File: config.mk
export PLATFORM = sky130hd
export DESIGN_NAME = skt_cell
export DESIGN_NICKNAME = d
export VERILOG_FILES = /design/src/rtl/core/skt_pkg.sv /design/src/rtl/core/skt_cell.sv
export SDC_FILE = /design/constraint.sdc
export NUM_CORES = 1
export LEC_CHECK = 0
export BUFFER_PORTS_ARGS = -buffer_cell sky130_fd_sc_hd__buf_4
export CAP_MARGIN = 15
export CORE_ASPECT_RATIO = 0.75
export CORE_UTILIZATION = 46
export DETAILED_ROUTE_END_ITERATION = 12
export PLACE_DENSITY = 0.84
export SLEW_MARGIN = 20
export SYNTH_ARGS = -nofsm -noshare
export SYNTH_HDL_FRONTEND = slang
export SYNTH_SLANG_ARGS = --single-unit
File: constraint.sdc
create_clock -name clk_i -period 3.9 [get_ports clk_i]
set_input_delay 0.195 -clock clk_i [delete_from_list [all_inputs] [get_ports clk_i]]
set_output_delay 0.195 -clock clk_i [all_outputs]
set_load 0.1 [all_outputs]
File: src/rtl/core/skt_pkg.sv
`timescale 1ns / 1ps
`default_nettype none
// ----------------------------------------------------------------------------
// skt_pkg: shared types and constants for the sorted key table
// Command and status codes, sequencer states and the control group that
// the sequencer broadcasts to every cell of the chain.
// ----------------------------------------------------------------------------
package skt_pkg;

  localparam int DEPTH_DEF    = 64;
  localparam int KEY_BITS_DEF = 32;

  // fixed field widths on the stream ports
  localparam int CMD_W   = 2;
  localparam int KEY_W   = 32;
  localparam int IDX_W   = 6;
  localparam int STAT_W  = 2;
  localparam int POS_W   = 6;
  localparam int COUNT_W = 7;

  localparam int IN_DATA_W  = 40;
  localparam int OUT_DATA_W = 48;

  typedef enum logic [CMD_W-1:0] {
    CMD_INSERT = 2'd0,
    CMD_DELETE = 2'd1,
    CMD_GET    = 2'd2,
    CMD_SEARCH = 2'd3
  } cmd_e;

  localparam logic [STAT_W-1:0] STAT_OK   = 2'd0;
  localparam logic [STAT_W-1:0] STAT_BAD  = 2'd1;
  localparam logic [STAT_W-1:0] STAT_FULL = 2'd2;

  typedef enum logic [1:0] {
    S_IDLE,
    S_EXEC,
    S_DONE
  } state_e;

  // broadcast to all cells during the execute cycle
  typedef struct packed {
    logic             cmp;         // evaluate compare / select flags
    logic             shift_up;    // insert is going ahead
    logic             shift_down;  // delete is going ahead
    cmd_e             cmd;
    logic [IDX_W-1:0] idx;
  } skt_ctl_t;

endpackage
`default_nettype wire

File: src/rtl/core/skt_cell.sv
`timescale 1ns / 1ps
`default_nettype none
// ----------------------------------------------------------------------------
// skt_cell: one slot of the sorted key chain
// Holds one key, compares it against the broadcast key, and takes a key
// from its left or right neighbor when the chain shifts.
// ----------------------------------------------------------------------------
module skt_cell
  import skt_pkg::*;
#(
  parameter int KEY_BITS = KEY_BITS_DEF,
  parameter int CELL_IDX = 0
) (
  input  wire logic                clk_i,
  input  wire logic                rst_ni,
  input  wire skt_ctl_t            ctl_i,
  input  wire logic [KEY_BITS-1:0] key_i,      // broadcast key
  input  wire logic                occ_i,      // slot holds a live key
  input  wire logic                left_lt_i,  // left neighbor is below key
  input  wire logic [KEY_BITS-1:0] left_key_i,
  input  wire logic [KEY_BITS-1:0] right_key_i,
  output logic                     lt_o,
  output logic [KEY_BITS-1:0]      key_o,
  output logic                     flag_o
);

  logic [KEY_BITS-1:0] entry_q, entry_d;
  logic                flag_q, flag_d;
  logic                mark;
  logic                at_idx;
  logic                ge_idx;

  assign lt_o   = occ_i && (entry_q < key_i);
  // lower-bound boundary: left neighbor below the key, this one not
  assign mark   = left_lt_i && !lt_o;
  assign at_idx = (CELL_IDX == int'(ctl_i.idx));
  assign ge_idx = (CELL_IDX >= int'(ctl_i.idx));

  always_comb begin
    entry_d = entry_q;
    if (ctl_i.shift_up && !lt_o) begin
      entry_d = left_lt_i ? key_i : left_key_i;
    end else if (ctl_i.shift_down && ge_idx) begin
      entry_d = right_key_i;
    end
  end

  always_comb begin
    flag_d = flag_q;
    if (ctl_i.cmp) begin
      case (ctl_i.cmd)
        CMD_INSERT: flag_d = mark;
        CMD_DELETE: flag_d = at_idx && occ_i;
        CMD_GET:    flag_d = at_idx && occ_i;
        CMD_SEARCH: flag_d = mark && occ_i && (entry_q == key_i);
        default:    flag_d = 1'b0;
      endcase
    end
  end

  always_ff @(posedge clk_i) begin
    entry_q <= entry_d;
  end

  always_ff @(posedge clk_i or negedge rst_ni) begin
    if (!rst_ni) begin
      flag_q <= 1'b0;
    end else begin
      flag_q <= flag_d;
    end
  end

  assign key_o  = entry_q;
  assign flag_o = flag_q;

endmodule
`default_nettype wire

# ---- After elaboration in Yosys (flattened, before gate mapping)
# Index checks and enable logic that the tools add are counted.
# Widths: inputs -> output; s select.
dict set report word_totals {
  regBits 33
  input_bits 111
  output_inout_bits 34
}
dict set report classes {
  n_lt_le_gt_ge 2
  reduce_logical 12
  n_eq_ne 4
  n_mux 4
}
# op n
set op_table {}
lappend op_table {{$mux 32} 3}
lappend op_table {{$eq 32x32->1} 1}
lappend op_table {{$lt 32x32->1} 1}
lappend op_table {{$logic_and 1x1->1} 7}
lappend op_table {{$ge 1x6->1 const A} 1}
lappend op_table {{$logic_not 6->1} 1}
lappend op_table {{$eq 2x2->1 const B} 2}
lappend op_table {{$pmux 1 s3} 1}
lappend op_table {{$eq 2x1->1 const B} 1}
lappend op_table {{$logic_not 2->1} 1}
lappend op_table {{$reduce_bool 2->1} 1}
lappend op_table {{$reduce_or 2->1} 1}
lappend op_table {{$logic_not 1->1} 1}

# ---- Logic depth before layout (Yosys ltp)
# Gate-level depths: netlist (run 1).
dict set report logic_depth {
  depth_word 7
  ltp_mapped 9
}

# ---- Least setup slack after synthesis (run 1)
# No wires, ideal clock.
dict set report synth_timing {
  path_kind {reg2reg}
  from {reg entry_q[7], in the netlist key_o[7]}
  to {reg entry_q[0], in the netlist key_o[0] (enable)}
  arrival_ns 3.600
  t_required_ns 3.243
  setup_slack_ns -0.358
  setup_time_ns 0.657
  stages_incl_launch_ff 9
  n_path_buf 1
  cell_sequence {edfxtp_1 > ha_1 > a21oi_1 > o21ai_0 > a221o_1 > or3_4 > a22oi_4 > buf_8 > o21ai_0}
}
dict set report synth_between {
  elab_chain_len 5
}
# item line_no
set synth_rtl {}
lappend synth_rtl {{start, declared} skt_cell.sv:27} ;# logic [KEY_BITS-1:0] entry_q, entry_d;
lappend synth_rtl {{start signal, assigned} skt_cell.sv:62} ;# entry_q <= entry_d;
lappend synth_rtl {{$lt 32x32->1} skt_cell.sv:33} ;# assign lt_o = occ_i && (entry_q < key_i);
lappend synth_rtl {{$logic_and 1x1->1} skt_cell.sv:33}
lappend synth_rtl {{$logic_not 1->1} skt_cell.sv:41} ;# if (ctl_i.shift_up && !lt_o) begin
lappend synth_rtl {{$logic_and 1x1->1} skt_cell.sv:41}
lappend synth_rtl {{$reduce_bool 2->1 (no source line)} --}
# Every way passes these cells.
# A chain may end at the register's enable or synchronous reset.

# ---- Final worst setup path (run 1)
dict set report layout_timing {
  from {reg entry_q[14], in the netlist key_o[14]}
  to {reg entry_q[21], in the netlist key_o[21] (enable)}
}
# Same word-level chain as after synthesis.

==> results of run 1 <==
## kinds of logic (layout without fill, tap and decap cells)
group           after synthesis  after routing  synth area share [%]
buf+inv                      43            192                  7.25
compound gates               27             27                  6.23
mux                          64             64                  26.8
simple gates                 38             38                  7.30
fa+ha+maj                    34             34                  15.8
flops                        33             33                  36.6
## cells in the mapped netlist, drive strengths merged, types with 2 or more instances
cell	n	area [um2]
a21oi	15	75.1
buf	3	45.0
clkbuf	4	15.0
edfxtp	32	961
ha	34	425
inv	36	135
mux2	64	721
nand2	12	45.0
nand3	2	10.0
nand4	7	43.8
nor2	6	22.5
nor2b	2	12.5
nor4	4	25.0
o21ai	5	25.0
## where the power goes
| group | switching [mW] | internal (mW) |
|---|---|---|
| Clock | 0.127 | 0.120 |
| Combinational | 0.371 | 0.221 |
| Sequential | 0.0182 | 0.434 |
| Total | 0.516 | 0.775 |
## flip-flops by register name, summed over array words and instances, names as in the netlist
register,count
key_o,32
flag_o,1
## per-stage QoR
| step | total power [mW] | hold WS, ns | worst slack, ns | cells |
|---|---|---|---|---|
| 4_1_cts | 1.29 | 0.183 | 0.918 | 462 |
| 2_1_floorplan | 0.866 | -0.101 | 0.157 | 239 |
| 5_1_grt | 1.35 | 0.201 | 0.760 | 463 |
| 3_3_place_gp | 1.03 | -0.0282 | 0.981 | 453 |
| 6_report | 1.29 | 0.189 | 0.992 | 463 |
| 3_5_place_dp | 1.04 | -0.0291 | 0.955 | 453 |
## worst max-delay path by stage
stage,endpoint,slack (ns),cells past startpoint,from
2_1_floorplan,key_o[0]$_DFFE_PP_,0.16,8,key_o[14]$_DFFE_PP_
3_3_place_gp,key_o[19]$_DFFE_PP_,0.98,8,key_o[13]$_DFFE_PP_
3_5_place_dp,key_o[17]$_DFFE_PP_,0.95,8,key_o[14]$_DFFE_PP_
4_1_cts,key_o[6]$_DFFE_PP_,0.92,8,key_o[14]$_DFFE_PP_
5_1_grt,key_o[1]$_DFFE_PP_,0.76,9,key_o[14]$_DFFE_PP_
6_report,key_o[21]$_DFFE_PP_,0.99,9,key_o[14]$_DFFE_PP_
## repair_timing
| item | 4_1_cts | 5_1_grt |
|---|---|---|
| hold endpoints to repair | 1 | 0 |
| buffers inserted | 0 | 0 |
| setup endpoints to repair | 0 | 0 |
| hold buffers | 1 | 0 |
## worst max-delay path, cell delays in order, from the launching register on
cell      delay (ns)
edfxtp_1        0.40
ha_1            0.33
nand4_1         0.18
nor4_1          0.47
a21boi_0        0.27
or3_4           0.19
a22oi_4         0.05
buf_4           0.23
o21ai_4         0.26
buf_16          0.24
## area by class of cell
class / instances / area [um2]
clock inverters: 3 / 12.5
well taps: 75 / 93.8
multi-input cells: 163 / 1530
clock buffers: 5 / 68.8
repair buffers: 148 / 1130
flip-flops and latches: 33 / 986
inverters: 36 / 135
fillers: 408 / 1540
## layer usage
metal	up-vias	part of all wire, %	GRT usage [%]
met5	-	0	0
met4	0	1.8	7.26
met3	14	7.1	5.22
met2	102	49	40.0
met1	1102	42	27.6
li1	1168	-	-
==> flow_summary.json, run 1 <==
{
  "core_region_area_um2": 5500,
  "fp.dieH_um": 68.2,
  "antenna_cells": 0,
  "grt_pass1_vias": 2394,
  "r2r-end": "key_o[21]$_DFFE_PP_",
  "clock_sinks": 33,
  "die_w_um": 90.3,
  "rsz0062_at_grt": "false",
  "peakVddDrop_mv": 0.183,
  "status": "finished clean",
  "fin_worst_skew_ns": 0.00535,
  "post_drt_wl_per_cell_um": 15.4,
  "avgSynthCellArea_um2": 11.3,
  "num-nets-final": 532,
  "synthCells": 239,
  "r2r_start": "key_o[14]$_DFFE_PP_",
  "max_freq_mhz": 344,
  "htree_levels": 2,
  "tightest_slew_ns": 0.574,
  "drive_gt1_share_pct": 56.7,
  "end_kind": "flip-flop",
  "async_flop_share_pct": 3.03,
  "yosys.cell_types.count": 28,
  "hold_depth": 3,
  "yosys_most_used_dff": "edfxtp_1",
  "final_util_pct": 72.0,
  "die_area_um2": 6160,
  "required_ns": 3.90,
  "slew_headroom_pct": 61.6,
  "placementRows": 23,
  "drt_pass1_iterations": 4,
  "synth-edff-count": 32,
  "cts_tree": "yes",
  "reg2reg_depth": 9,
  "ioPinCount": 145,
  "dp_hpwl_mm": 5.73,
  "portBuffers": 144,
  "clkSlewWorstSetupHoldPaths_ns": 0.07,
  "grtUsageTotal_pct": 22.5,
  "cap_viol_max_count": 0,
  "drc": 0,
  "drt_iter0_drc": 42,
  "mostFrequentLayoutCells": "buf_4, mux2_2, inv_1, ha_1, edfxtp_1",
  "whs_endpoint": "flag_o$_DFFE_PN0P_",
  "leakagePower_nw": 1.93,
  "cts-resized-gates": 0,
  "final_common_cell": "buf_4",
  "hold_viol_final": 0,
  "worstHoldPathType": "in2reg",
  "wl_mm": 7.11,
  "crit_fanout": 21,
  "period_needed_ns": 2.91,
  "r2r_slack_ns": 0.99,
  "ant_nets": 0,
  "vias": 2386,
  "drv_slew": 0,
  "gp_congestion": 0.785,
  "syn-cell-area_um2": 2690,
  "powerDensity_nw_per_um2": 326,
  "grt_max_degree": 34,
  "clockRootBuffer": "clkbuf_8",
  "critPathLaunchType": "flip-flop",
  "dpl-instance-area_um2": 3840,
  "worstHoldStart": "ctl_i[10]",
  "grt_first_pass_wirelength_mm": 10.9,
  "routed_via_density": 5.15,
  "antenna_found_initial": 0,
  "setup_violations": 0,
  "cts_made_buffers": 5,
  "start_util_pct": 49.0,
  "ys_ff_latch": 33,
  "setup_tns_ns": 0,
  "design_area_um2": 3960,
  "syn_to_final_growth_pct": 47.0,
  "yosysWarnings": 0,
  "syn_nets": 384,
  "grt-ovfl-total": 0,
  "clk_latency_ns": 0.29,
  "ys_seq_area_share_pct": 36.6,
  "critPathKind": "reg2reg",
  "worstPathArrival_ns": 2.91,
  "clockBufferDepth": 2,
  "fin_crit_sh_pct": 74.6
}
Power figures use the tool's default switching activity.
==> run 2, diff against run 1 <==
- ABC_AREA: default -> 1
- CORE_UTILIZATION: 46 -> 42
- PLACE_DENSITY: 0.84 -> 0.8
- clock period: 3.9 -> 2.41 ns (I/O delays scaled with it)
==> run 2 against run 1 <==
Via count up 27%. Critical path depth grew 1. Die area rose by 12%. Combinational power rose by 74%. Hold slack lost 0.087 ns. Core utilization fell by 8.4 points. Synthesized area increased by 2.4%. Clock power increased by 55%. Largest cell class unchanged. Setup slack got worse by 0.84 ns. Sequential share of layout area shrank 0.37 points. Largest power group unchanged.
==> flow_summary.json, run 2 <==
{
  "rsz0062_at_grt": "false",
  "fin_worst_skew_ns": 0.00675,
  "final_common_cell": "buf_4",
  "clock_sinks": 33,
  "synth_common_cells": "nand2_1, inv_1, nand3_1, ha_1, o21ai_0",
  "gp_congestion": 0.820,
  "synthCells": 377,
  "setup_violations": 0,
  "leakagePower_nw": 2.16,
  "htree_levels": 2,
  "antenna_cells": 0,
  "cts_made_buffers": 5,
  "avgSynthCellArea_um2": 7.31,
  "yosys.area.top_type": "edfxtp_1",
  "cts_tree": "yes",
  "mostFrequentLayoutCells": "buf_4, nand2_1, inv_1, nand3_1, ha_1",
  "hold_viol_final": 0,
  "drc": 0,
  "clkSlewWorstSetupHoldPaths_ns": 0.07,
  "ioPinCount": 145,
  "fin_crit_sh_pct": 93.5,
  "syn_nets": 522,
  "dp_hpwl_mm": 6.07,
  "die_area_um2": 6890,
  "clockRootBuffer": "clkbuf_8",
  "yosys.cell_types.count": 24,
  "grt_max_degree": 65,
  "syn_to_final_growth_pct": 45.7,
  "ys_seq_area_share_pct": 35.8,
  "syn-cell-area_um2": 2760,
  "synth.top_cells.by_area": "edfxtp_1, nand2_1, ha_1, nand3_1, o21ai_0",
  "end_kind": "primary output",
  "required_ns": 2.29,
  "slew_headroom_pct": 64.4,
  "worstPathArrival_ns": 2.13,
  "drt_pass1_iterations": 5,
  "num-nets-final": 664,
  "power_mw": 2.16,
  "final_util_pct": 63.5,
  "grt_first_pass_wirelength_mm": 12.0,
  "ys_ff_latch": 33,
  "cap_viol_max_count": 0,
  "portBuffers": 144,
  "grt-ovfl-total": 0,
  "powerDensity_nw_per_um2": 537,
  "worstHoldPathType": "in2reg",
  "routed_via_density": 5.03,
  "status": "finished clean",
  "vias": 3023,
  "max_freq_mhz": 444,
  "drv_slew": 0,
  "critPathKind": "reg2out",
  "synth_top_area_share_pct": 34.9,
  "clockBufferDepth": 2,
  "yosysWarnings": 0,
  "start_util_pct": 43.6,
  "synth_most_common_cell": "nand2_1",
  "die_w_um": 95.5,
  "antenna_found_initial": 0,
  "peakVddDrop_mv": 0.249,
  "core_region_area_um2": 6320,
  "grt_pass1_vias": 2698,
  "tightest_slew_ns": 0.534,
  "nFillCells": 581,
  "fp.dieH_um": 72.2,
  "async_flop_share_pct": 3.03,
  "critPathLaunchType": "flip-flop",
  "crit_fanout": 15,
  "synth-edff-count": 32,
  "post_drt_wl_per_cell_um": 13.2,
  "drive_gt1_share_pct": 31.9,
  "yosys_most_used_dff": "edfxtp_1",
  "drt_iter0_drc": 161,
  "wl_mm": 7.91,
  "hold-worst-slack_ns": 0.102,
  "grtUsageTotal_pct": 22.6,
  "placementRows": 25,
  "largest_register_ffs": 32,
  "clk_latency_ns": 0.28,
  "ant_nets": 0,
  "period_needed_ns": 2.25
}
## run 2: worst paths after layout
kind / from / to / slack, ns / cells past startpoint
worst max-delay path: key_o[29]$_DFFE_PP_ / lt_o / 0.16 / 10
worst min-delay path: right_key_i[16] / key_o[16]$_DFFE_PP_ / 0.10 / 3
worst max register to register: key_o[29]$_DFFE_PP_ / key_o[19]$_DFFE_PP_ / 0.19 / 11
worst min register to register: flag_o$_DFFE_PN0P_ / flag_o$_DFFE_PN0P_ / 0.55 / 2
max in group asynchronous: rst_ni / flag_o$_DFFE_PN0P_ / 2.17 / 2
min in group asynchronous: rst_ni / flag_o$_DFFE_PN0P_ / 0.16 / 2
## run 2: logic make-up (layout without fill, tap and decap cells)
family | count (synthesis) | count (layout) | share of synthesized area, %
AND/OR/NAND/NOR | 201 | 201 | 30.2
buffers and inverters | 60 | 203 | 9.40
AO/OA/AOI/OAI | 49 | 49 | 9.21
adder cells (fa/ha/maj) | 34 | 34 | 15.4
flip-flops | 33 | 33 | 35.8
## run 2: cell type report
cell class	count	area, um2	area share [%]
Inverter	44	169	4.21
Sequential cell	33	986	24.6
Clock inverter	3	12.5	0.312
Clock buffer	5	68.8	1.71
Tap cell	81	101	2.52
Timing Repair Buffer	151	1150	28.6
Multi-Input combinational cell	284	1530	38.1
## run 2: critical path: stages, from the launching register on
cell and delay (ns):
edfxtp_1 0.42, ha_1 0.32, nand2_1 0.09, nor2_2 0.13
nand2_1 0.08, nor2_1 0.17, nand2_1 0.11, nand2_4 0.10
buf_8 0.16, clkinvlp_4 0.09, buf_6 0.18
## run 2: stage by stage
step / setup slack, ns / area, um2 / instances / TNS [ns]
after floorplan: -0.124 / 2780 / 377 / -4.07
after global placement: 0.261 / 3890 / 590 / 0
after detailed placement: 0.196 / 3890 / 590 / 0
after CTS: 0.00841 / 3990 / 599 / 0
after global routing: 0.0174 / 4020 / 601 / 0
final: 0.156 / 4020 / 601 / 0
## run 2: repair_timing
| item | in CTS | in global routing |
|---|---|---|
| hold buffers | 1 | 0 |
| setup endpoints to repair | 0 | 47 |
| resized for setup | 0 | 4 |
| setup buffers | 0 | 2 |
| hold endpoints to repair | 1 | 0 |
## run 2: where the power goes
group	leakage (nW)	switching (mW)	internal [mW]
Combinational	1.79	0.708	0.324
Clock	0.0430	0.190	0.194
Sequential	0.322	0.0326	0.709
## run 2: metal layers
metal | track usage [%] | routed length [um] | up-vias
met4 | 5.47 | 82 | 0
met2 | 38.7 | 3730 | 142
met1 | 29.3 | 3440 | 1359
met5 | 0 | 0 | -
li1 | - | - | 1511
met3 | 4.51 | 653 | 11
